[src/hdl/absf_pkg.sv]
`timescale 1ns / 1ps
`default_nettype none
// -----------------------------------------------------------------------------
// absf_pkg: shared constants and types for the blended square fill block
// Frame geometry, field widths, blend arithmetic constants and the structs
// that pass between the sequencer, the blend pipeline and the frame memory.
// -----------------------------------------------------------------------------
package absf_pkg;

  // Frame store geometry
  localparam int MAX_WIDTH  = 256;
  localparam int MAX_HEIGHT = 256;
  localparam int DEPTH      = MAX_WIDTH * MAX_HEIGHT;
  localparam int ADDR_W     = (DEPTH > 1) ? $clog2(DEPTH) : 1;
  localparam int XW         = (MAX_WIDTH > 1) ? $clog2(MAX_WIDTH) : 1;
  localparam int YW         = (MAX_HEIGHT > 1) ? $clog2(MAX_HEIGHT) : 1;

  // Field widths
  localparam int OP_W      = 2;
  localparam int COORD_W   = 8;
  localparam int CH_W      = 8;
  localparam int NUM_CH    = 3;
  localparam int PIX_W     = NUM_CH * CH_W;
  localparam int ALPHA_W   = 7;
  localparam int CFG_W     = 9;
  localparam int CFG_IDX_W = 1;

  // Width that holds a clipped bound, an active size and center plus radius
  localparam int DIM_MAX = (MAX_WIDTH > MAX_HEIGHT) ? MAX_WIDTH : MAX_HEIGHT;
  localparam int DIM_W   = $clog2(DIM_MAX + 1);
  localparam int SPAN_W  = COORD_W + 1;
  localparam int EXT_A   = (DIM_W > CFG_W) ? DIM_W : CFG_W;
  localparam int EXT_W   = (EXT_A > SPAN_W) ? EXT_A : SPAN_W;

  // Blend arithmetic: each channel is (old*(100-a) + new*a) / 100
  localparam int ALPHA_FULL = 100;
  localparam int ACC_W      = CH_W + ALPHA_W;
  localparam int DIV_SHIFT  = 21;
  localparam int DIV_RECIP  = ((1 << DIV_SHIFT) + ALPHA_FULL - 1) / ALPHA_FULL;
  localparam int RECIP_W    = $clog2(DIV_RECIP + 1);
  localparam int DIV_PROD_W = ACC_W + RECIP_W;

  // Register reset values
  localparam logic [CFG_W-1:0] ACT_WIDTH_RST  = CFG_W'(256);
  localparam logic [CFG_W-1:0] ACT_HEIGHT_RST = CFG_W'(256);

  typedef enum logic [OP_W-1:0] {
    OP_CLEAR = 2'd0,
    OP_DRAW  = 2'd1,
    OP_READ  = 2'd2
  } op_e;

  typedef enum logic [CFG_IDX_W-1:0] {
    CFG_ACTIVE_WIDTH  = 1'b0,
    CFG_ACTIVE_HEIGHT = 1'b1
  } cfg_e;

  // Channel 2 is red, 1 green, 0 blue
  typedef logic [NUM_CH-1:0][CH_W-1:0] pixel_t;

  typedef struct packed {
    logic [OP_W-1:0]    op;
    logic [COORD_W-1:0] cx;
    logic [COORD_W-1:0] cy;
    logic [COORD_W-1:0] radius;
    pixel_t             color;
    logic [ALPHA_W-1:0] alpha;
  } item_t;

  typedef struct packed {
    logic              en;
    logic              mix;   // read feeds the blend pipeline
    logic [ADDR_W-1:0] addr;
  } rd_req_t;

  typedef struct packed {
    logic              en;
    logic [ADDR_W-1:0] addr;
    pixel_t            data;
  } wr_req_t;

  typedef struct packed {
    logic [ALPHA_W-1:0]            inv;
    logic [NUM_CH-1:0][ACC_W-1:0]  scaled;
  } coef_t;

endpackage
`default_nettype wire

[src/hdl/absf_blend.sv]
`timescale 1ns / 1ps
`default_nettype none
// -----------------------------------------------------------------------------
// absf_blend: two-stage read-modify-write blend pipeline
// Stage one forms old*(100-a) + new*a per channel, stage two divides by 100
// through a reciprocal multiply and writes the pixel back.
// -----------------------------------------------------------------------------
module absf_blend (
  input  wire logic              clk_i,
  input  wire logic              rst_ni,
  input  wire absf_pkg::rd_req_t rd_i,
  input  wire absf_pkg::pixel_t  rd_data_i,
  input  wire absf_pkg::coef_t   coef_i,
  output absf_pkg::wr_req_t      wr_o,
  output logic                   busy_o
);
  import absf_pkg::*;

  localparam int SUM_W = ACC_W + 1;

  logic                          v1_q, v2_q;
  logic [ADDR_W-1:0]             a1_q, a2_q;
  logic [NUM_CH-1:0][ACC_W-1:0]  acc_d, acc_q;
  pixel_t                        mix_pix;

  always_ff @(posedge clk_i or negedge rst_ni) begin
    if (!rst_ni) begin
      v1_q <= 1'b0;
      v2_q <= 1'b0;
    end else begin
      v1_q <= rd_i.en & rd_i.mix;
      v2_q <= v1_q;
    end
  end

  always_ff @(posedge clk_i) begin
    a1_q  <= rd_i.addr;
    a2_q  <= a1_q;
    acc_q <= acc_d;
  end

  // Stage one: weighted sum, bounded by 255*100
  always_comb begin
    logic [ACC_W-1:0] prod;
    logic [SUM_W-1:0] sum;
    acc_d = '0;
    for (int c = 0; c < NUM_CH; c++) begin
      prod     = ACC_W'(rd_data_i[c]) * ACC_W'(coef_i.inv);
      sum      = SUM_W'(prod) + SUM_W'(coef_i.scaled[c]);
      acc_d[c] = sum[ACC_W-1:0];
    end
  end

  // Stage two: divide by 100 as multiply by reciprocal and shift
  always_comb begin
    logic [DIV_PROD_W-1:0] prod;
    mix_pix = '0;
    for (int c = 0; c < NUM_CH; c++) begin
      prod       = DIV_PROD_W'(acc_q[c]) * DIV_PROD_W'(DIV_RECIP);
      mix_pix[c] = prod[DIV_SHIFT +: CH_W];
    end
  end

  assign wr_o.en   = v2_q;
  assign wr_o.addr = a2_q;
  assign wr_o.data = mix_pix;
  assign busy_o    = v1_q | v2_q;

endmodule
`default_nettype wire

[config.mk]
export PLATFORM = sky130hd
export DESIGN_NAME = absf_blend
export DESIGN_NICKNAME = d
export VERILOG_FILES = /design/src/hdl/absf_pkg.sv /design/src/hdl/absf_blend.sv
export SDC_FILE = /design/constraint.sdc
export NUM_CORES = 1
export LEC_CHECK = 0
export BUFFER_PORTS_ARGS = -buffer_cell sky130_fd_sc_hd__buf_2
export CORE_ASPECT_RATIO = 1.2
export CORE_UTILIZATION = 64
export CTS_CLUSTER_SIZE = 28
export DETAILED_ROUTE_END_ITERATION = 8
export GPL_TIMING_DRIVEN = 0
export PLACE_DENSITY = 0.9
export SLEW_MARGIN = 20
export SYNTH_ARGS = -nofsm -noshare
export SYNTH_HDL_FRONTEND = slang
export SYNTH_SLANG_ARGS = --single-unit
[constraint.sdc]
create_clock -name clk_i -period 7.1 [get_ports clk_i]
set_clock_uncertainty 0.15 [all_clocks]
set_input_delay 1.065 -clock clk_i [delete_from_list [all_inputs] [get_ports clk_i]]
set_output_delay 1.065 -clock clk_i [all_outputs]
set_load 0.005 [all_outputs]
; Yosys cells after proc, flatten, opt, wreduce, memory -nomap -nowiden
; Index checks and enable logic that the tools add are counted.
[word_totals]
output_inout_bits = 42
ff_bits = 79
word_cells = 18
[classes]
bitwise_logic = 2
multipliers = 6
n_addsub = 3
[op_table]
columns = operator, n
row1 = multiplier 15 x 13 -> 27 bit (second input constant), 3
row2 = adder 15 bit, 3
row3 = multiplier 8 x 7 -> 15 bit, 3
row4 = AND 1 bit, 1
row5 = OR 1 bit, 1

; Depth between registers and ports, before layout
; Gate-level depths: netlist of run 1.
[depth]
depth_word = 2
mapped_depth = 17
ltp_nobuf = 17

; Worst setup path before layout of run 1
; Ideal clock, no wire load.
[synth_path]
path_type = reg2out
startpoint = register acc_q[12] in the netlist's numbering
endpoint = output port wr_o[4] in the netlist's numbering
required_ns = 5.885
path_slack_ns = 1.409
t_arrival_ns = 4.476
path_stages_with_launch = 18
cell_sequence = dfxtp_1 -> fa_1 -> ha_1 -> inv_1 -> fa_1 -> inv_1 -> fa_1 -> inv_1 -> fa_1 -> inv_1 -> ha_1 -> or4_4 -> a211oi_2 -> o31ai_1 -> a21oi_2 -> o21ai_2 -> a21oi_2 -> xnor2_1
[synth_rtl]
columns = element, line
row1 = "start, declared", absf_blend.sv:23  ; logic [NUM_CH-1:0][ACC_W-1:0] acc_d, acc_q;
row2 = "start signal, assigned", absf_blend.sv:39  ; acc_q <= acc_d;
row3 = "end, declared", absf_blend.sv:14  ; output absf_pkg::wr_req_t wr_o,

==> results of run 1 <==
[metal layers]
layer	routed length, µm	up-vias	share of wire
met5	27	-	0.00065
met4	1760	4	0.043
met3	2050	136	0.049
met2	22100	399	0.53
met1	15500	6673	0.37
li1	-	6172	-
[layout make-up]
| cell class | count | area share |
|---|---|---|
| Sequential cell | 79 | 0.0795 |
| Multi-Input combinational cell | 1271 | 0.743 |
| Tap cell | 379 | 0.0237 |
| Buffer | 16 | 0.00319 |
| Inverter | 541 | 0.101 |
| Timing Repair Buffer | 137 | 0.0342 |
| Antenna cell | 1 | 0.000125 |
| Clock buffer | 9 | 0.0112 |
| Clock inverter | 7 | 0.00350 |
[worst min-delay path by stage]
stage | start | end | slack, ps
after floorplan | a1_q[0]$_DFF_P_ | a2_q[0]$_DFF_P_ | 160
after global placement | a1_q[2]$_DFF_P_ | a2_q[2]$_DFF_P_ | 160
after detailed placement | a1_q[5]$_DFF_P_ | a2_q[5]$_DFF_P_ | 160
after CTS | a1_q[0]$_DFF_P_ | a2_q[0]$_DFF_P_ | 180
after global routing | a1_q[0]$_DFF_P_ | a2_q[0]$_DFF_P_ | 180
final | a1_q[0]$_DFF_P_ | a2_q[0]$_DFF_P_ | 170
[state kept, by name, indices dropped and copies added, names as in the netlist]
register,cells
acc_q,45
a1_q,16
a2_q,16
v2_q,1
v1_q,1
[cell families after synthesis]
family | Yosys count | share of synthesized area
and+or+nand+nor | 319 | 0.0922
AOI/OAI and AO/OA | 152 | 0.0517
DFF | 79 | 0.0857
buffers and inverters | 557 | 0.113
xor gates and xnor gates | 72 | 0.0340
muxes | 2 | 0.00108
adders and majority gates | 726 | 0.623
[cell usage in the layout, fill, tap and decap left out, drive strengths merged, types with 3 or more instances in the layout]
cell type,netlist,final
dfxtp,77,77
nand2,67,67
or2,4,4
nor3,13,13
o211ai,5,5
nor2b,14,14
inv,541,547
xor2,9,9
and2,131,131
o21a,10,10
nand3,19,19
a21o,9,9
buf,1,138
nand4,4,4
a21oi,58,58
fa,330,330
o21ai,30,30
a31oi,6,6
ha,396,396
nand2b,7,7
xnor2,63,63
or3,5,5
nor4,3,3
nor2,36,36
o41ai,3,3
and3,11,11
o31ai,6,6
a211oi,7,7
clkbuf,15,24
[stage by stage]
step	area, µm²	hold WS (ps)	util	cells	setup WS [ps]
2_1_floorplan	18600	160	-	1907	1410
3_3_place_gp	19700	160	0.698	2423	945
3_5_place_dp	19700	165	0.698	2423	763
4_1_cts	20000	178	0.709	2439	371
5_1_grt	20000	183	0.709	2439	69.6
6_report	20000	174	0.709	2440	376
==> impl_metrics.sql, run 1 <==
INSERT INTO impl_metrics (metric_group, metric, value, unit) VALUES
('outcome', 'run_status', 'completed', ''),
('floorplan', 'die_area', '29700', 'µm²'),
('drt', 'detailroute.via_count', '13400', ''),
('drt', 'ant_nets', '0', ''),
('cts', 'cts.root.buffer_cell', 'sky130_fd_sc_hd__clkbuf_16', ''),
('grt', 'gr-max-usage-layer', 'met2', ''),
('synthesis', 'yosys_warns', '0', ''),
('drt', 'drt_first_pass_iters', '7', ''),
('critical_path', 'reg2reg_slack', '6460', 'ps'),
('final_layout', 'multiInputGateArea', '14900', 'µm²'),
('drt', 'finalWirelength', '41500', 'µm'),
('grt', 'global_route.overflow_total', '0', ''),
('final_layout', 'fin_nets', '2877', ''),
('place', 'place_congestion', '0.938', ''),
('timing', 'worst_slew_margin_rel', '0.557', ''),
('final_layout', 'areaGrowthSynthToFinish', '7.85', '%'),
('critical_path', 'worst_r2r_endpoint', 'v2_q$_DFF_PN0_', ''),
('cts', 'clock_tree.buffer_depth', '2', ''),
('final_layout', 'nFillCells', '1984', ''),
('drt', 'vias_per_cell', '5.49', ''),
('cts', 'clk_pin_slew', '70', 'ps'),
('synthesis', 'seq_area_frac_synth', '0.0857', ''),
('timing', 'rsz0062_at_grt', 'false', ''),
('synthesis', 'synthesis.area_per_instance', '9.74', 'µm²'),
('synthesis', 'synth-edff-count', '0', ''),
('place', 'io_buf_count', '137', ''),
('timing', 'report.final.setup_viol', '0', ''),
('timing', 'timing.final.max_slew_violations', '0', ''),
('cts', 'hold_buffers', '0', ''),
('floorplan', 'chipHeight', '189', 'µm'),
('floorplan', 'core_box_area', '28300', 'µm²'),
('timing', 'post-route-min-period', '6720', 'ps'),
('floorplan', 'floorplan.io_pins', '138', ''),
('synthesis', 'yosys-top-cells-area', 'sky130_fd_sc_hd__fa_1 (36%), sky130_fd_sc_hd__ha_1 (27%), sky130_fd_sc_hd__inv_1 (11%), sky130_fd_sc_hd__dfxtp_1 (8.3%), sky130_fd_sc_hd__and2_1 (4.4%)', ''),
('critical_path', 'critical_path.reg2reg.startpoint', 'v1_q$_DFF_PN0_', ''),
('cts', 'clock_sinks', '79', ''),
('grt', 'grt.total_usage', '0.304', ''),
('synthesis', 'async_flop_share', '0.0253', ''),
('critical_path', 'end_kind', 'output port', ''),
('timing', 'report.final.hold_viol_count', '0', ''),
('synthesis', 'synth_seq_cells', '79', ''),
('worst_hold_path', 'hold_path_class', 'flop to flop', ''),
('grt', 'grt_pass1_vias', '15200', ''),
('timing', 'setup-tns-final', '0', 'ps'),
('floorplan', 'initial_core_util', '0.657', ''),
('timing', 'layout_worst_path_cycle_share', '0.947', ''),
('drt', 'dr.first_iter.drc_count', '677', ''),
('cts', 'post_cts.repair.setup_buffers', '0', ''),
('place', 'dpl.hpwl', '36500', 'µm'),
('timing', 'timing.fmax', '0.149', 'GHz'),
('synthesis', 'synth.net_count', '2729', ''),
('critical_path', 'crit_path_start', 'acc_q[27]$_DFF_P_', ''),
('grt', 'largest_net_degree_at_the_start_of_global_routing', '18', ''),
('synthesis', 'synth_most_common_cell', 'sky130_fd_sc_hd__inv_1', ''),
('critical_path', 'critical_path.max_stage_delay', '590', 'ps'),
('synthesis', 'number_of_unique_standard_cell_types_used_by_synthesis', '55', ''),
('final_layout', 'layout-drive-gt1-share', '0.0806', ''),
('critical_path', 'critical_path_arrival', '5510', 'ps'),
('final_layout', 'sequential_standard_cell_area', '1590', 'µm²'),
('synthesis', 'syn-cell-area', '18600', 'µm²'),
('cts', 'cts_tree', 'built', ''),
('grt', 'antenna_found_initial', '3', ''),
('synthesis', 'synth_cells', '1907', ''),
('critical_path', 'crit_cells', '17', ''),
('critical_path', 'timing.critical_path.to', 'wr_o[15]', ''),
('drt', 'route.detailed.drc', '0', ''),
('critical_path', 'r2r.worst_path.cells', '0', ''),
('timing', 'timing_worst_slew_pin_value', '655', 'ps'),
('synthesis', 'dominantRegCellSynth', 'sky130_fd_sc_hd__dfxtp_1', ''),
('grt', 'groute.layer.met2.usage', '0.565', ''),
('synthesis', 'post-synth-top-area-fraction', '0.356', '');
Power of run 1 is left out: the tool's default activity adds up to more than one toggle a clock period on the data nets, which glitch-free logic cannot reach.
==> run 2: changes to the inputs <==
CTS_BUF_LIST = sky130_fd_sc_hd__clkbuf_2   (was unset)
SETUP_SLACK_MARGIN = 0.5   (was unset)
==> run 2 against run 1 <==
Via count up 3.1%. Global-route usage increased by 0.65 points. Cell area rose by 2.9%. Worst hold slack improved by 5.3 ps. Setup slack improved by 85 ps. Critical path depth rose by 1. Critical endpoint is now wr_o[14].
==> impl_metrics.sql, run 2 (synthesis results as in run 1) <==
INSERT INTO impl_metrics (metric_group, metric, value, unit) VALUES
('timing', 'setup-tns-final', '0', 'ps'),
('place', 'place_congestion', '0.938', ''),
('final_layout', 'layout-drive-gt1-share', '0.145', ''),
('final_layout', 'fin_nets', '2915', ''),
('grt', 'grt_pass1_vias', '15500', ''),
('cts', 'clk_pin_slew', '300', 'ps'),
('final_layout', 'multiInputGateArea', '15300', 'µm²'),
('critical_path', 'critical_path.reg2reg.startpoint', 'v1_q$_DFF_PN0_', ''),
('cts', 'cts.root.buffer_cell', 'sky130_fd_sc_hd__clkbuf_2', ''),
('critical_path', 'timing.critical_path.to', 'wr_o[14]', ''),
('critical_path', 'crit_path_start', 'acc_q[26]$_DFF_P_', ''),
('grt', 'gr-usage-met1', '0.345', ''),
('critical_path', 'worst_r2r_endpoint', 'v2_q$_DFF_PN0_', ''),
('drt', 'ant_nets', '0', ''),
('cts', 'clock_sinks', '79', ''),
('drt', 'drt_first_pass_iters', '5', ''),
('floorplan', 'die_area', '29700', 'µm²'),
('critical_path', 'r2r.worst_path.cells', '0', ''),
('critical_path', 'timing.critical_path.cells', 'fa_1 -> ha_1 -> inv_2 -> fa_1 -> inv_1 -> fa_1 -> inv_2 -> fa_1 -> inv_2 -> ha_4 -> and4_4 -> and3_4 -> nand3_4 -> a31oi_4 -> o41ai_4 -> o21bai_1 -> xor2_1 -> buf_2', ''),
('critical_path', 'worst_ep_required_time', '5880', 'ps'),
('critical_path', 'critical_path_arrival', '5420', 'ps'),
('final_layout', 'areaGrowthSynthToFinish', '11.0', '%'),
('drt', 'finalWirelength', '44200', 'µm'),
('final_layout', 'nFillCells', '1887', ''),
('place', 'pre_cts_ws', '763', 'ps'),
('timing', 'timing.final.max_slew_violations', '0', ''),
('critical_path', 'cpMaxStageDelayCell', 'sky130_fd_sc_hd__fa_1', ''),
('grt', 'grt_util_met3', '0.0485', ''),
('floorplan', 'core_box_area', '28300', 'µm²'),
('floorplan', 'initial_core_util', '0.657', ''),
('drt', 'detailroute.via_count', '13800', ''),
('final_layout', 'finalInstanceArea', '20600', 'µm²'),
('cts', 'cts_max_level', '3', ''),
('critical_path', 'worst_path_dominant_cell_family', 'adder cells', ''),
('job', 'cap_violations', '0', ''),
('timing', 'timing_worst_slew_pin_value', '656', 'ps'),
('cts', 'clock_tree.buffer_depth', '2', ''),
('timing', 'worst_slew_margin_rel', '0.557', ''),
('timing', 'layout_setup_ws', '461', 'ps'),
('critical_path', 'crit_cells', '18', ''),
('grt', 'antenna_found_initial', '2', ''),
('final_layout', 'most-common-layout-cells', 'sky130_fd_sc_hd__inv_1 (527), sky130_fd_sc_hd__ha_1 (381), sky130_fd_sc_hd__fa_1 (324)', ''),
('critical_path', 'crit_type', 'flop to output port', ''),
('place', 'dpl.hpwl', '36500', 'µm'),
('drt', 'dr.first_iter.drc_count', '765', ''),
('cts', 'worstSkewPairLatency', '650', 'ps'),
('floorplan', 'floorplan.io_pins', '138', ''),
('timing', 'post-route-min-period', '6640', 'ps'),
('floorplan', 'chipHeight', '189', 'µm'),
('grt', 'groute.layer.met2.usage', '0.565', ''),
('timing', 'report.final.hold_viol_count', '0', ''),
('floorplan', 'die_w', '158', 'µm'),
('timing', 'timing.fmax', '0.151', 'GHz'),
('floorplan', 'placementRows', '67', ''),
('grt', 'gr-max-usage-layer', 'met2', ''),
('worst_hold_path', 'hold_path_class', 'flop to flop', ''),
('drt', 'wl_per_cell', '17.8', 'µm'),
('final_layout', 'sequential_standard_cell_area', '1680', 'µm²'),
('critical_path', 'worst-path-max-fanout', '6', ''),
('timing', 'layout_worst_path_cycle_share', '0.935', ''),
('final_layout', 'largest_register_ff_count', '45', ''),
('final_layout', 'top_register', 'acc_q', ''),
('timing', 'report.final.setup_viol', '0', ''),
('outcome', 'run_status', 'completed', ''),
('cts', 'cts_buffers', '9', ''),
('final_layout', 'reg_top3', 'acc_q x45, a1_q x16, a2_q x16', ''),
('critical_path', 'start_kind', 'flop', ''),
('critical_path', 'critical_path.max_stage_delay', '580', 'ps'),
('timing', 'fin_worst_hold_slack', '180', 'ps'),
('critical_path', 'worst-path-buf-inv', '5', ''),
('critical_path', 'reg2reg_slack', '6440', 'ps'),
('grt', 'global_route_wire_length_before_repair', '71600', 'µm'),
('drt', 'vias_per_cell', '5.57', ''),
('final_layout', 'layout_commonest_cell', 'sky130_fd_sc_hd__inv_1', ''),
('grt', 'grt.total_usage', '0.310', ''),
('place', 'io_buf_count', '137', ''),
('grt', 'global_route.overflow_total', '0', ''),
('grt', 'largest_net_degree_at_the_start_of_global_routing', '18', ''),
('timing', 'rsz0062_at_grt', 'true', ''),
('drt', 'route.detailed.drc', '0', ''),
('critical_path', 'end_kind', 'output port', ''),
('critical_path', 'critical-path-top-cell-by-count', 'sky130_fd_sc_hd__fa_1', ''),
('cts', 'cts_tree', 'built', ''),
('place', 'post_dp_cell_area', '19700', 'µm²');
run 2: changes by cell type in the layout (fill, tap and decap cells not counted), moves of 15 or more:
cell	delta
sky130_fd_sc_hd__dfxtp_2	+19
sky130_fd_sc_hd__buf_4	+34
sky130_fd_sc_hd__ha_1	-15
sky130_fd_sc_hd__dfxtp_1	-37
sky130_fd_sc_hd__dfxtp_4	+18
run 2: how the worst min path moves through the flow:
stage	startpoint	end	slack (ps)	depth (start not counted)
after global placement	a1_q[2]$_DFF_P_	a2_q[2]$_DFF_P_	160	0
after global routing	a1_q[0]$_DFF_P_	a2_q[0]$_DFF_P_	200	0
final	a1_q[0]$_DFF_P_	a2_q[0]$_DFF_P_	180	0
after floorplan	a1_q[0]$_DFF_P_	a2_q[0]$_DFF_P_	160	0
after CTS	a1_q[0]$_DFF_P_	a2_q[0]$_DFF_P_	180	0
after detailed placement	a1_q[5]$_DFF_P_	a2_q[5]$_DFF_P_	160	0
run 2: metal layers:
layer | wire, µm | vias up
met5 | 16 | -
li1 | - | 6238
met2 | 23500 | 536
met4 | 2480 | 2
met1 | 15800 | 6843
met3 | 2390 | 185
run 2: layout make-up:
cell class / count / area share
multi-input cells: 1271 / 0.740
inverters: 541 / 0.0985
flip-flops and latches: 79 / 0.0816
repair buffers: 175 / 0.0482
well taps: 379 / 0.0230
clock inverters: 7 / 0.00340
plain buffers: 16 / 0.00310
clock buffers: 9 / 0.00218
diodes: 2 / 0.000243
run 2: timing repair:
item / 4_1_cts / 5_1_grt
hold buffers: 1 / 0
pin swaps: 14 / 43
endpoints found under the setup margin: 17 / 18
resized for setup: 55 / 85
hold endpoints to repair: 2 / 0
buffers inserted: 13 / 24
run 2: stage by stage:
| step | util | instances |
|---|---|---|
| 2_1_floorplan | - | 1907 |
| 3_3_place_gp | 0.698 | 2423 |
| 3_5_place_dp | 0.698 | 2423 |
| 4_1_cts | 0.712 | 2453 |
| 5_1_grt | 0.730 | 2477 |
| 6_report | 0.730 | 2479 |
Power of run 2 is left out for the same reason.
