File: src/hdl/absf_pkg.sv
`timescale 1ns / 1ps
`default_nettype none
// -----------------------------------------------------------------------------
// absf_pkg: shared constants and types for the blended square fill block
// Frame geometry, field widths, blend arithmetic constants and the structs
// that pass between the sequencer, the blend pipeline and the frame memory.
// -----------------------------------------------------------------------------
package absf_pkg;

  // Frame store geometry
  localparam int MAX_WIDTH  = 256;
  localparam int MAX_HEIGHT = 256;
  localparam int DEPTH      = MAX_WIDTH * MAX_HEIGHT;
  localparam int ADDR_W     = (DEPTH > 1) ? $clog2(DEPTH) : 1;
  localparam int XW         = (MAX_WIDTH > 1) ? $clog2(MAX_WIDTH) : 1;
  localparam int YW         = (MAX_HEIGHT > 1) ? $clog2(MAX_HEIGHT) : 1;

  // Field widths
  localparam int OP_W      = 2;
  localparam int COORD_W   = 8;
  localparam int CH_W      = 8;
  localparam int NUM_CH    = 3;
  localparam int PIX_W     = NUM_CH * CH_W;
  localparam int ALPHA_W   = 7;
  localparam int CFG_W     = 9;
  localparam int CFG_IDX_W = 1;

  // Width that holds a clipped bound, an active size and center plus radius
  localparam int DIM_MAX = (MAX_WIDTH > MAX_HEIGHT) ? MAX_WIDTH : MAX_HEIGHT;
  localparam int DIM_W   = $clog2(DIM_MAX + 1);
  localparam int SPAN_W  = COORD_W + 1;
  localparam int EXT_A   = (DIM_W > CFG_W) ? DIM_W : CFG_W;
  localparam int EXT_W   = (EXT_A > SPAN_W) ? EXT_A : SPAN_W;

  // Blend arithmetic: each channel is (old*(100-a) + new*a) / 100
  localparam int ALPHA_FULL = 100;
  localparam int ACC_W      = CH_W + ALPHA_W;
  localparam int DIV_SHIFT  = 21;
  localparam int DIV_RECIP  = ((1 << DIV_SHIFT) + ALPHA_FULL - 1) / ALPHA_FULL;
  localparam int RECIP_W    = $clog2(DIV_RECIP + 1);
  localparam int DIV_PROD_W = ACC_W + RECIP_W;

  // Register reset values
  localparam logic [CFG_W-1:0] ACT_WIDTH_RST  = CFG_W'(256);
  localparam logic [CFG_W-1:0] ACT_HEIGHT_RST = CFG_W'(256);

  typedef enum logic [OP_W-1:0] {
    OP_CLEAR = 2'd0,
    OP_DRAW  = 2'd1,
    OP_READ  = 2'd2
  } op_e;

  typedef enum logic [CFG_IDX_W-1:0] {
    CFG_ACTIVE_WIDTH  = 1'b0,
    CFG_ACTIVE_HEIGHT = 1'b1
  } cfg_e;

  // Channel 2 is red, 1 green, 0 blue
  typedef logic [NUM_CH-1:0][CH_W-1:0] pixel_t;

  typedef struct packed {
    logic [OP_W-1:0]    op;
    logic [COORD_W-1:0] cx;
    logic [COORD_W-1:0] cy;
    logic [COORD_W-1:0] radius;
    pixel_t             color;
    logic [ALPHA_W-1:0] alpha;
  } item_t;

  typedef struct packed {
    logic              en;
    logic              mix;   // read feeds the blend pipeline
    logic [ADDR_W-1:0] addr;
  } rd_req_t;

  typedef struct packed {
    logic              en;
    logic [ADDR_W-1:0] addr;
    pixel_t            data;
  } wr_req_t;

  typedef struct packed {
    logic [ALPHA_W-1:0]            inv;
    logic [NUM_CH-1:0][ACC_W-1:0]  scaled;
  } coef_t;

endpackage
`default_nettype wire

File: src/hdl/absf_ctrl.sv
`timescale 1ns / 1ps
`default_nettype none
// -----------------------------------------------------------------------------
// absf_ctrl: operation sequencer
// Clips the square, walks its pixels one per cycle, sweeps the store on a
// clear, issues pixel reads and hands one result per item to the output.
// -----------------------------------------------------------------------------
module absf_ctrl (
  input  wire logic                            clk_i,
  input  wire logic                            rst_ni,
  input  wire logic                            in_valid_i,
  output logic                                 in_stall_o,
  input  wire absf_pkg::item_t                 item_i,
  input  wire logic [absf_pkg::CFG_W-1:0]      act_width_i,
  input  wire logic [absf_pkg::CFG_W-1:0]      act_height_i,
  output absf_pkg::rd_req_t                    rd_o,
  output absf_pkg::wr_req_t                    clr_wr_o,
  output absf_pkg::coef_t                      coef_o,
  input  wire logic                            blend_busy_i,
  input  wire absf_pkg::pixel_t                rd_data_i,
  output logic                                 done_o,
  output absf_pkg::pixel_t                     pixel_o,
  input  wire logic                            out_free_i
);
  import absf_pkg::*;

  typedef enum logic [8:0] {
    ST_IDLE  = 9'b000000001,
    ST_SETUP = 9'b000000010,
    ST_START = 9'b000000100,
    ST_SCAN  = 9'b000001000,
    ST_DRAIN = 9'b000010000,
    ST_READ  = 9'b000100000,
    ST_WAIT  = 9'b001000000,
    ST_CLEAR = 9'b010000000,
    ST_DONE  = 9'b100000000
  } state_e;

  state_e            state_d, state_q;
  item_t             item_d, item_q;
  coef_t             coef_d, coef_q;
  pixel_t            pix_d, pix_q;
  logic [XW-1:0]     x0_d, x0_q, x1_d, x1_q, x_d, x_q;
  logic [YW-1:0]     y0_d, y0_q, y1_d, y1_q, y_d, y_q;
  logic [ADDR_W-1:0] addr_d, addr_q, row_d, row_q;

  // Clipping terms, valid in SETUP
  logic [EXT_W-1:0]   w_ext, h_ext, cx_ext, cy_ext, r_ext;
  logic [EXT_W-1:0]   lo_x, lo_y, hi_x, hi_y, clip_x, clip_y;
  logic               draw_empty, rd_inside;
  logic [ALPHA_W-1:0] a_sat;
  logic [ADDR_W-1:0]  start_addr;

  always_comb begin
    w_ext  = (EXT_W'(act_width_i) > EXT_W'(MAX_WIDTH)) ? EXT_W'(MAX_WIDTH)
                                                      : EXT_W'(act_width_i);
    h_ext  = (EXT_W'(act_height_i) > EXT_W'(MAX_HEIGHT)) ? EXT_W'(MAX_HEIGHT)
                                                        : EXT_W'(act_height_i);
    cx_ext = EXT_W'(item_q.cx);
    cy_ext = EXT_W'(item_q.cy);
    r_ext  = EXT_W'(item_q.radius);
    lo_x   = (r_ext > cx_ext) ? '0 : cx_ext - r_ext;
    lo_y   = (r_ext > cy_ext) ? '0 : cy_ext - r_ext;
    hi_x   = cx_ext + r_ext;
    hi_y   = cy_ext + r_ext;
    clip_x = (hi_x > w_ext - EXT_W'(1)) ? w_ext - EXT_W'(1) : hi_x;
    clip_y = (hi_y > h_ext - EXT_W'(1)) ? h_ext - EXT_W'(1) : hi_y;
    draw_empty = (w_ext == '0) || (h_ext == '0) || (lo_x >= w_ext) || (lo_y >= h_ext);
    rd_inside  = (cx_ext < w_ext) && (cy_ext < h_ext);
    a_sat = (item_q.alpha > ALPHA_W'(ALPHA_FULL)) ? ALPHA_W'(ALPHA_FULL) : item_q.alpha;
    start_addr = ADDR_W'(ADDR_W'(y0_q) * ADDR_W'(MAX_WIDTH)) + ADDR_W'(x0_q);
  end

  always_comb begin
    state_d  = state_q;
    item_d   = item_q;
    coef_d   = coef_q;
    pix_d    = pix_q;
    x0_d     = x0_q;
    x1_d     = x1_q;
    y0_d     = y0_q;
    y1_d     = y1_q;
    x_d      = x_q;
    y_d      = y_q;
    addr_d   = addr_q;
    row_d    = row_q;
    rd_o     = '0;
    clr_wr_o = '0;
    done_o   = 1'b0;

    unique case (state_q)
      ST_IDLE: begin
        if (in_valid_i) begin
          item_d  = item_i;
          state_d = ST_SETUP;
        end
      end
      ST_SETUP: begin
        pix_d      = '0;
        coef_d.inv = ALPHA_W'(ALPHA_FULL) - a_sat;
        for (int c = 0; c < NUM_CH; c++) begin
          coef_d.scaled[c] = ACC_W'(item_q.color[c]) * ACC_W'(a_sat);
        end
        unique case (item_q.op)
          OP_CLEAR: begin
            addr_d  = '0;
            state_d = ST_CLEAR;
          end
          OP_DRAW: begin
            x0_d    = lo_x[XW-1:0];
            y0_d    = lo_y[YW-1:0];
            x1_d    = clip_x[XW-1:0];
            y1_d    = clip_y[YW-1:0];
            state_d = draw_empty ? ST_DONE : ST_START;
          end
          OP_READ: begin
            x0_d    = cx_ext[XW-1:0];
            y0_d    = cy_ext[YW-1:0];
            state_d = rd_inside ? ST_START : ST_DONE;
          end
          default: begin
            state_d = ST_DONE;
          end
        endcase
      end
      ST_START: begin
        addr_d  = start_addr;
        row_d   = start_addr;
        x_d     = x0_q;
        y_d     = y0_q;
        state_d = (item_q.op == OP_READ) ? ST_READ : ST_SCAN;
      end
      ST_SCAN: begin
        rd_o.en   = 1'b1;
        rd_o.mix  = 1'b1;
        rd_o.addr = addr_q;
        if (x_q == x1_q) begin
          if (y_q == y1_q) begin
            state_d = ST_DRAIN;
          end else begin
            y_d    = y_q + YW'(1);
            x_d    = x0_q;
            row_d  = row_q + ADDR_W'(MAX_WIDTH);
            addr_d = row_q + ADDR_W'(MAX_WIDTH);
          end
        end else begin
          x_d    = x_q + XW'(1);
          addr_d = addr_q + ADDR_W'(1);
        end
      end
      ST_DRAIN: begin
        if (!blend_busy_i) begin
          state_d = ST_DONE;
        end
      end
      ST_READ: begin
        rd_o.en   = 1'b1;
        rd_o.addr = addr_q;
        state_d   = ST_WAIT;
      end
      ST_WAIT: begin
        pix_d   = rd_data_i;
        state_d = ST_DONE;
      end
      ST_CLEAR: begin
        clr_wr_o.en   = 1'b1;
        clr_wr_o.addr = addr_q;
        if (addr_q == ADDR_W'(DEPTH - 1)) begin
          state_d = ST_DONE;
        end else begin
          addr_d = addr_q + ADDR_W'(1);
        end
      end
      ST_DONE: begin
        done_o = 1'b1;
        if (out_free_i) begin
          state_d = ST_IDLE;
        end
      end
      default: begin
        state_d = ST_IDLE;
      end
    endcase
  end

  always_ff @(posedge clk_i or negedge rst_ni) begin
    if (!rst_ni) begin
      state_q <= ST_IDLE;
    end else begin
      state_q <= state_d;
    end
  end

  always_ff @(posedge clk_i) begin
    item_q <= item_d;
    coef_q <= coef_d;
    pix_q  <= pix_d;
    x0_q   <= x0_d;
    x1_q   <= x1_d;
    y0_q   <= y0_d;
    y1_q   <= y1_d;
    x_q    <= x_d;
    y_q    <= y_d;
    addr_q <= addr_d;
    row_q  <= row_d;
  end

  assign in_stall_o = (state_q != ST_IDLE);
  assign coef_o     = coef_q;
  assign pixel_o    = pix_q;

endmodule
`default_nettype wire

File: config.mk
export PLATFORM = sky130hd
export DESIGN_NAME = absf_ctrl
export DESIGN_NICKNAME = d
export VERILOG_FILES = /design/src/hdl/absf_pkg.sv /design/src/hdl/absf_ctrl.sv
export SDC_FILE = /design/constraint.sdc
export NUM_CORES = 1
export LEC_CHECK = 0
export BUFFER_PORTS_ARGS = -buffer_cell sky130_fd_sc_hd__buf_2
export CAP_MARGIN = 20
export CORE_MARGIN = 2
export CORE_UTILIZATION = 64
export DETAILED_ROUTE_END_ITERATION = 10
export GPL_ROUTABILITY_DRIVEN = 0
export PLACE_DENSITY = 0.95
export SYNTH_ARGS = -nofsm -noshare
export SYNTH_HDL_FRONTEND = slang
export SYNTH_SLANG_ARGS = --single-unit
File: constraint.sdc
create_clock -name clk_i -period 12.55 [get_ports clk_i]
set_input_delay 1.255 -clock clk_i [delete_from_list [all_inputs] [get_ports clk_i]]
set_output_delay 1.255 -clock clk_i [all_outputs]
set_load 0.01 [all_outputs]
=== After elaboration in Yosys (flattened, before gate mapping) ===
Cells that the tools add are included.

* Input bits: 104
* Flip-flop bits (word level): 222
* Output and inout bits: 137
* Word-level logic and storage cells: 133

* $lt $le $gt $ge: 11
* Equal/unequal tests: 25
* Add/subtract/negate cells: 12
* Mux-type cells: 39
* Multipliers: 3
* Reductions and logical operators: 19

{| class="wikitable"
|+ Operators by type and width
! operator !! count
|-
| 2-to-1 mux 9 bit || 12
|-
| 2-to-1 mux 16 bit || 6
|-
| one-hot mux 9 bit (9 select lines) || 1
|-
| one-hot mux 16 bit (4 select lines) || 1
|-
| one-hot mux 8 bit (2 select lines) || 4
|-
| 2-to-1 mux 8 bit || 6
|-
| one-hot mux 24 bit (2 select lines) || 1
|-
| multiplier 8 x 7 -> 15 bit || 3
|-
| one-hot mux 16 bit (2 select lines) || 1
|-
| one-hot mux 9 bit (3 select lines) || 1
|-
| adder 8 x 8 -> 9 bit || 2
|-
| >= comparator 9 bit || 2
|-
| > comparator 9 bit || 2
|-
| > comparator 9 bit (second input constant) || 2
|-
| logical NOT 9 bit || 2
|-
| < comparator 8 x 9 -> 1 bit || 2
|-
| != test 2 bit (second input constant) || 9
|-
| subtractor 8 x 8 -> 9 bit || 2
|-
| subtractor 9 x 1 -> 9 bit (second input constant) || 2
|-
| 2-to-1 mux 17 bit || 1
|-
| adder 16 x 1 -> 16 bit (second input constant) || 1
|-
| adder 16 x 8 -> 16 bit || 1
|-
| adder 16 x 9 -> 16 bit (second input constant) || 1
|-
| adder 8 x 1 -> 8 bit (second input constant) || 2
|-
| other kinds (31) || 42
|}

=== Longest topological paths before layout ===
Gate-level depths: netlist of the first run.

* Depth in word-level cells: 9
* Mapped depth: 20
* Gate-level depth less buffers: 19

=== Worst setup path before layout of the first run ===
No wires, ideal clock.

* Kind: register -> register
* Start point: register item_q[4] (netlist name)
* End point: register coef_q, in the netlist coef_o[29], data pin
* Arrival: 4,816 ps
* Period minus slack after synthesis: 5,084 ps
* Setup time: 268 ps
* Data required time: 12,282 ps
* Stages on the path, launching flop included: 20
* Path buffers: 2
* Setup slack: 7,466 ps
* Path through: edfxtp_1 -> clkbuf_1 -> nor3_1 -> o21a_1 -> clkbuf_1 -> and2_1 -> fa_1 -> fa_1 -> fa_1 -> inv_1 -> fa_1 -> inv_1 -> ha_1 -> nor3_1 -> nor2_1 -> a31oi_1 -> nor2b_1 -> o21a_1 -> o41ai_1 -> xnor2_1

* Longest elaborated chain between the ends: 3

{| class="wikitable"
|+ RTL lines
! item !! line !! text
|-
| start, declared || absf_ctrl.sv:40 || <nowiki>item_t item_d, item_q;</nowiki>
|-
| start signal, assigned || absf_ctrl.sv:195 || <nowiki>item_q <= item_d;</nowiki>
|-
| > comparator 7 bit || absf_ctrl.sv:70 || <nowiki>a_sat = (item_q.alpha > ALPHA_W'(ALPHA_FULL)) ? ALPHA_W'(ALPHA_FULL) : item_q.alpha;</nowiki>
|-
| 2-to-1 mux 7 bit (*) || absf_ctrl.sv:70 ||
|-
| multiplier 8 x 7 -> 15 bit (*) || absf_ctrl.sv:102 || <nowiki>coef_d.scaled[c] = ACC_W'(item_q.color[c]) * ACC_W'(a_sat);</nowiki>
|-
| end signal, assigned || absf_ctrl.sv:196 || <nowiki>coef_q <= coef_d;</nowiki>
|-
| end, declared || absf_ctrl.sv:41 || <nowiki>coef_t coef_d, coef_q;</nowiki>
|}

Every way passes the cells marked *; elsewhere a longest branch is shown, timed or not.
A chain may end at the register's enable or synchronous reset.

=== Final worst setup path of the first run ===
* Start point: register item_q[6] (netlist name)
* End point: register coef_q, in the netlist coef_o[28], data pin

The elaborated chain is that of the path after synthesis.

==> results.txt, run 1 <==
status: finished clean
slowest stage delay, CP: 0.89 ns
Port-buffer cells: 216
largest net degree at the start of global routing: 58
DR vias/cell: 5.92
min Tclk post-route: 6.92 ns
WP buf/inv: 3
P_leak: 8.75 nW
Synth Warn #: 0
Final setup viols: 0
setup tns final: 0 ns
MaxCap Viol Count: 0
GRT Total Usage: 27.6%
grt ovf: 0
wire per inst: 18.1 um
DR iter-0 viols: 1183
first-pass GRT wire length: 63.7 mm
Crit path required time: 12.80 ns
Yosys reg bits: 222
CP startpoint kind: flop
FP Rows: 60
post-synthesis sequential area ratio: 38.1%
chip height: 169 um
Area contributors post-synth: edfxtp_1 (37%), ha_1 (14%), fa_1 (10%), and2_1 (5.1%), xor2_1 (3.2%)
area leader, netlist: edfxtp_1
post-synth cell types: 72
post-synthesis compound-gate area fraction: 9.17%
Final Max Tran Viols: 0
total die area: 28500 um^2
CTS Buf Count: 24
CTS Sinks: 222
First-pass DRT Iterations: 5
# IOs: 241
Power Density: 281 nW/um^2
Antenna Diode Count: 0
Worst Tran Pin Value: 1.13 ns
clock latency on the worst-skew pair: 0.52 ns
post-synthesis async set-or-reset flop share: 4.05%
Remaining DRCs: 0
initial antenna violation count: 0
initial core utilization: 64.9%
Clock power frac: 13.3%
mapped cell area: 17400 um^2
CTS H-tree lvls: 1
Die Wd: 169 um
Post-Synth Adder-Cell Area: 24.5%
CTS Hold Bufs: 0
CTS max path bufs: 3
area grow syn2layout: 12.1%
fmax: 145 MHz
Switching Share: 43.3%
proportion of synthesized area in mux cells: 0.468%
clock root cell: clkbuf_16
fillers: 1719
Tightest Hold Check Type: in -> async
nature of the critical path endpoint: flop
FF+latch area: 6620 um^2
vias in the first global route: 13.0k
largest family of logic cells by synthesized area: adder cells
Antenna Violating Nets Remaining: 0
Core Box Area: 26800 um^2
CTS tree: built
number of enable flip-flop cells after synthesis: 213
Internal: 0.00311 W
Top delay family on crit path: adder cells
CP arrival: 7.17 ns
crit-path max FO: 40
multi-input logic area: 10000 um^2
post-CTS setup repair buffer count: 0
clock slew at reported path FFs: 0.06 ns
top_reg_cell synth: edfxtp_1
post-synthesis simple-gate area fraction: 16.9%
RSZ-0062 raised after global routing: false
Vias: 13.0k
WL final: 39.7 mm
worst rel slew slack: 24.6%
top-count cell post-synth: edfxtp_1
sequential share of power: 24.6%
period utilisation layout: 55.1%
dpl hpwl: 30.6 mm
Net Sw Power: 0.00237 W
Worst path slowest cell: edfxtp_1
critical path class: reg -> reg
Post-CTS Resized: 0
clk_skew: 0.0168 ns
layout cells sized above 1: 15.4%
Cells after Synth: 1633
top cells by count, synth: edfxtp_1 (213), ha_1 (195), and2_1 (142)
worst vdd ir: 0.281 mV
Hold Violations, Final: 0
power share of the combinational group: 62.1%
fin util: 72.7%
Post-Synth XOR/XNOR Area: 6.00%
Yosys top cell area share: 36.8%
CP cell instances: nand2_1 > o21bai_1 > buf_4 > and2_1 > fa_1 > fa_1 > fa_1 > inv_1 > fa_1 > inv_1 > ha_1 > o21a_1 > o21a_1 > o41a_1 > o21a_1 > o21a_1 > o41ai_2 > xnor2_1
# nets final: 2224
mean area per synthesized cell: 10.6 um^2
## path summary, 6_finish.rpt
check	start	end	slack [ns]	cells past startpoint
min in group clk_i	row_q[3]	addr_q[3]	0.58	2
hold reg to reg	row_q[3]	addr_q[3]	0.58	2
setup / recovery	item_q[6]	coef_o[28]	5.63	18
setup reg to reg	item_q[6]	coef_o[28]	5.63	18
max in group asynchronous	rst_ni	state_q[0]	11.70	1
hold / removal	rst_ni	state_q[7]	0.58	1
## area by class of cell
class / count / share of cell area, %
Inverter: 128 / 2.47
Tap cell: 341 / 2.19
Clock inverter: 14 / 0.803
Multi-Input combinational cell: 1237 / 51.4
Clock buffer: 30 / 3.41
Sequential cell: 222 / 34.0
Timing Repair Buffer: 221 / 5.76
## metal layers
metal	part of all wire [%]	track usage, %	up-vias
met5	0	0	-
li1	-	-	6052
met3	8.7	4.51	91
met4	2.9	9.15	0
met1	40	35.9	6180
met2	48	47.5	652
## power by group through the flow
| stage | combinational (W) | clock [W] | sequential, W |
|---|---|---|---|
| after floorplan | 0.00252 | 0 | 0.00135 |
| after global routing | 0.00381 | 0.000763 | 0.00137 |
| after CTS | 0.00339 | 0.000738 | 0.00134 |
| after detailed placement | 0.00335 | 0 | 0.00135 |
| final | 0.00340 | 0.000728 | 0.00135 |
| after global placement | 0.00317 | 0 | 0.00135 |
## flip-flops by register name, summed over array words and instances (netlist names)
| signal | flops |
|---|---|
| addr_q | 16 |
| coef_o | 52 |
| cx_ext | 8 |
| cy_ext | 8 |
| item_q | 41 |
| pixel_o | 24 |
| row_q | 16 |
| state_q | 9 |
| x0_q | 8 |
| x1_q | 8 |
| x_q | 8 |
| y0_q | 8 |
| y1_q | 8 |
| y_q | 8 |
## kinds of logic (layout without fill, tap and decap cells)
logic type | count (synthesis) | after routing
other cells | 1 | 24
xor+xnor | 119 | 119
mux | 8 | 8
buf+inv | 197 | 393
compound gates | 243 | 243
fa+ha+maj | 286 | 286
flops | 222 | 222
simple gates | 557 | 557
## worst reg2reg max path, stage by stage (launching register included)
cell,delay (ns)
edfxtp_1,0.89
nand2_1,0.87
o21bai_1,0.72
buf_4,0.32
and2_1,0.18
fa_1,0.44
fa_1,0.49
fa_1,0.57
inv_1,0.06
fa_1,0.53
inv_1,0.04
ha_1,0.35
o21a_1,0.13
o21a_1,0.17
o41a_1,0.11
o21a_1,0.20
o21a_1,0.20
o41ai_2,0.28
xnor2_1,0.12
## layout by cell type, fill, tap and decap left out, types with 5 or more instances in the layout
cell type / count
nor2_1: 95
mux2i_1: 7
clkbuf_16: 25
xnor2_1: 55
clkinv_1: 5
o21a_1: 22
ha_1: 195
nand3_1: 32
a31oi_1: 5
o31a_1: 5
a22oi_1: 12
o21ai_1: 5
nand2b_1: 12
inv_1: 126
buf_2: 216
nor2b_1: 28
fa_1: 91
o31ai_1: 16
a21o_1: 16
or2_2: 7
and2_1: 142
a21oi_1: 61
o21ai_0: 48
conb_1: 24
xor2_1: 64
nor3_1: 18
o21bai_1: 10
and3_1: 48
nand4_1: 12
a211oi_1: 12
nand2_1: 128
edfxtp_1: 213
dfrtp_1: 8
nor4_1: 10
## metrics by stage
| stage | std cells | total power, W | cell area (um^2) | hold WS (ns) | setup WS (ns) |
|---|---|---|---|---|---|
| floorplan | 1656 | 0.00387 | 17500 | 0.529 | 7.47 |
| global placement | 2148 | 0.00451 | 18700 | 0.540 | 6.09 |
| detailed placement | 2148 | 0.00470 | 18700 | 0.560 | 5.78 |
| CTS | 2192 | 0.00548 | 19500 | 0.570 | 5.78 |
| global route | 2193 | 0.00594 | 19500 | 0.575 | 5.25 |
| finish | 2193 | 0.00548 | 19500 | 0.577 | 5.63 |
No activity file was read; power rests on OpenSTA's default activity.
==> run 2: changes to the inputs <==
Settings changed: ABC_AREA from default to 1, CORE_UTILIZATION 64 to 60, PLACE_DENSITY 0.95 to 0.94.
Clock period 12.55 ns to 7 ns, I/O delays scaled along.
==> run 2 against run 1 <==
Compared with the run above:
- global-route usage about the same
- cell count up 19%
- first-iteration DRC count increased by 26%
- total power grew 85%
- combinational power up 90%
- sequential cell count unchanged
- clock skew shrank 0.0068 ns
- sequential share of layout area is 0.85 points lower
- fmax increased by 13%
- via count is 11% higher
- area after synthesis grew 2.2%
- critical path type unchanged
- critical endpoint is now coef_o[44]
==> results.txt, run 2 <==
status: finished clean (unchanged)
Final setup viols: 0 (unchanged)
post-CTS setup repair buffer count: 0 (unchanged)
chip height: 176 um (was 169 um)
Post-CTS Resized: 0 (unchanged)
Cells after Synth: 1971 (was 1633)
Area contributors post-synth: edfxtp_1 (36%), ha_1 (14%), fa_1 (10%), nand2_1 (8.3%), inv_1 (7.2%) (was edfxtp_1 (37%), ha_1 (14%), fa_1 (10%), and2_1 (5.1%), xor2_1 (3.2%))
Die Wd: 176 um (was 169 um)
Antenna Diode Count: 0 (unchanged)
mapped cell area: 17800 um^2 (was 17400 um^2)
CP arrival: 6.39 ns (was 7.17 ns)
CTS H-tree lvls: 1 (unchanged)
area leader, netlist: edfxtp_1 (unchanged)
GRT Total Usage: 27.6% (about the same)
setup tns final: 0 ns (unchanged)
Yosys top cell area share: 36.0% (was 36.8%)
RSZ-0062 raised after global routing: false (unchanged)
top_reg_cell synth: edfxtp_1 (unchanged)
largest net degree at the start of global routing: 58 (unchanged)
WL final: 42.6 mm (was 39.7 mm)
initial antenna violation count: 0 (unchanged)
First-pass DRT Iterations: 7 (was 5)
Power Density: 506 nW/um^2 (was 281 nW/um^2)
CP Launch Point: item_q[5] (was item_q[6])
initial core utilization: 60.4% (was 64.9%)
total die area: 31000 um^2 (was 28500 um^2)
clock latency on the worst-skew pair: 0.52 ns (about the same)
reg2reg start: item_q[5] (was item_q[6])
DR vias/cell: 5.55 (was 5.92)
top-count cell post-synth: nand2_1 (was edfxtp_1)
worst vdd ir: 0.761 mV (was 0.281 mV)
# IOs: 241 (unchanged)
Final Max Tran Viols: 0 (unchanged)
CTS tree: built (unchanged)
Hold Violations, Final: 0 (unchanged)
first-pass GRT wire length: 69.4 mm (was 63.7 mm)
Worst Tran Pin Value: 0.988 ns (was 1.13 ns)
Cell Area, Placed: 19100 um^2 (was 18700 um^2)
Synth Warn #: 0 (unchanged)
nature of the critical path endpoint: flop (unchanged)
Crit path required time: 7.27 ns (was 12.80 ns)
area grow syn2layout: 12.5% (was 12.1%)
clock slew at reported path FFs: 0.06 ns (about the same)
Remaining DRCs: 0 (unchanged)
cell area after layout: 20000 um^2 (was 19500 um^2)
Core Box Area: 29400 um^2 (was 26800 um^2)
layout cells sized above 1: 14.3% (was 15.4%)
critical path class: reg -> reg (unchanged)
CTS Sinks: 222 (unchanged)
CTS max path bufs: 3 (unchanged)
Yosys reg bits: 222 (unchanged)
clk_skew: 0.0100 ns (was 0.0168 ns)
CTS Buf Count: 25 (was 24)
most frequent cells in the layout: nand2_1 (392), inv_1 (338), buf_2 (216) (was buf_2 (216), edfxtp_1 (213), ha_1 (195))
max FFs per register: 52 (unchanged)
top cells by count, synth: nand2_1 (392), inv_1 (339), nor2_1 (216) (was edfxtp_1 (213), ha_1 (195), and2_1 (142))
CP startpoint kind: flop (unchanged)
P_leak: 10.1 nW (was 8.75 nW)
grt ovf: 0 (unchanged)
Vias: 14.4k (was 13.0k)
post-synthesis async set-or-reset flop share: 4.05% (unchanged)
min Tclk post-route: 6.12 ns (was 6.92 ns)
vias in the first global route: 14.7k (was 13.0k)
hold wc startpoint: item_i[55]
crit-path max FO: 28 (was 40)
wire per inst: 16.4 um (was 18.1 um)
fmax: 163 MHz (was 145 MHz)
Hold Path Depth: 1
worst rel slew slack: 34.1% (was 24.6%)
# nets final: 2584 (was 2224)
clock root cell: clkbuf_16 (unchanged)
post-synth cell types: 59 (was 72)
mean area per synthesized cell: 9.02 um^2 (was 10.6 um^2)
dpl hpwl: 33.2 mm (was 30.6 mm)
post-synthesis sequential area ratio: 37.3% (was 38.1%)
worst r2r path cells: 24 (was 18)
DR iter-0 viols: 1494 (was 1183)
Antenna Violating Nets Remaining: 0 (unchanged)
period utilisation layout: 87.4% (was 55.1%)
Tightest Hold Check Type: in -> reg (was in -> async)
FP Rows: 63 (was 60)
number of enable flip-flop cells after synthesis: 213 (unchanged)
commonest non-fill, non-tap cell in the layout: nand2_1 (was buf_2)
MaxCap Viol Count: 0 (unchanged)
Port-buffer cells: 216 (unchanged)
-- run 2: worst max-delay path, stage by stage, from the launching register on --
cell      delay (ns)
edfxtp_1        0.38
buf_4           0.25
nand2_1         0.13
inv_1           0.07
nand2_1         0.09
inv_2           0.07
nor2_4          0.19
clkinv_1        0.58
nor2_1          0.37
fa_1            0.45
fa_1            0.49
fa_1            0.55
inv_1           0.06
fa_1            0.53
inv_1           0.04
ha_1            0.35
a21oi_1         0.24
o21ai_0         0.12
a21oi_1         0.29
o21ai_0         0.18
nand2_1         0.10
nand2_1         0.07
a21o_1          0.16
nand2_1         0.05
nand2_1         0.05
-- run 2: layout make-up --
cell class                 count  area, um^2
multi-input combinational   1365        9570
fill                        2099        9420
sequential                   222        6620
inverter                     354        1340
timing repair buffer         226        1190
clock buffer                  29         641
tap                          390         488
clock inverter                15         139
-- run 2: kinds of logic after synthesis --
family          share of synthesized area [%]
simple gates                             17.6
buf+inv                                  9.42
fa+ha+maj                                24.0
flops                                    37.3
compound gates                           6.97
xor+xnor                                 4.73
other cells                            0.0211
-- run 2: layer usage --
layer / up-vias / wire length, um / track usage, %
met2: 849 / 20100 / 46.6
met3: 178 / 4170 / 5.75
met5: - / 0 / 0
met4: 0 / 1900 / 12.6
met1: 6630 / 16500 / 34.3
li1: 6773 / - / -
-- run 2: final timing paths --
check                                   to  slack [ns]
worst max register to register  coef_o[44]        0.88
max in group asynchronous       state_q[0]        6.18
worst min register to register  state_q[3]        0.56
worst min-delay path            item_q[55]        0.36
min in group asynchronous       state_q[2]        0.58
worst max-delay path            coef_o[44]        0.88
-- run 2: metrics by stage --
step           setup slack [ns]  hold WS (ns)  util (%)  power, W  instances
2_1_floorplan              2.15         0.404         -   0.00710       1994
6_report                  0.884         0.356      68.0    0.0101       2601
3_3_place_gp               1.55         0.524      65.1   0.00824       2554
5_1_grt                   0.493         0.331      68.0    0.0111       2601
4_1_cts                    1.05         0.329      67.8    0.0100       2599
3_5_place_dp               1.15         0.542      65.1   0.00866       2554
-- run 2: timing repair --
item / CTS / global route
endpoints found under the setup margin: 0 / 0
hold buffers: 1 / 0
endpoints found under the hold margin: 2 / 0
-- run 2: power by group --
group,internal (W),switching (W),leakage (nW)
Clock,0.000729,0.000514,0.371
Sequential,0.00219,0.000216,2.09
Combinational,0.00246,0.00400,7.67
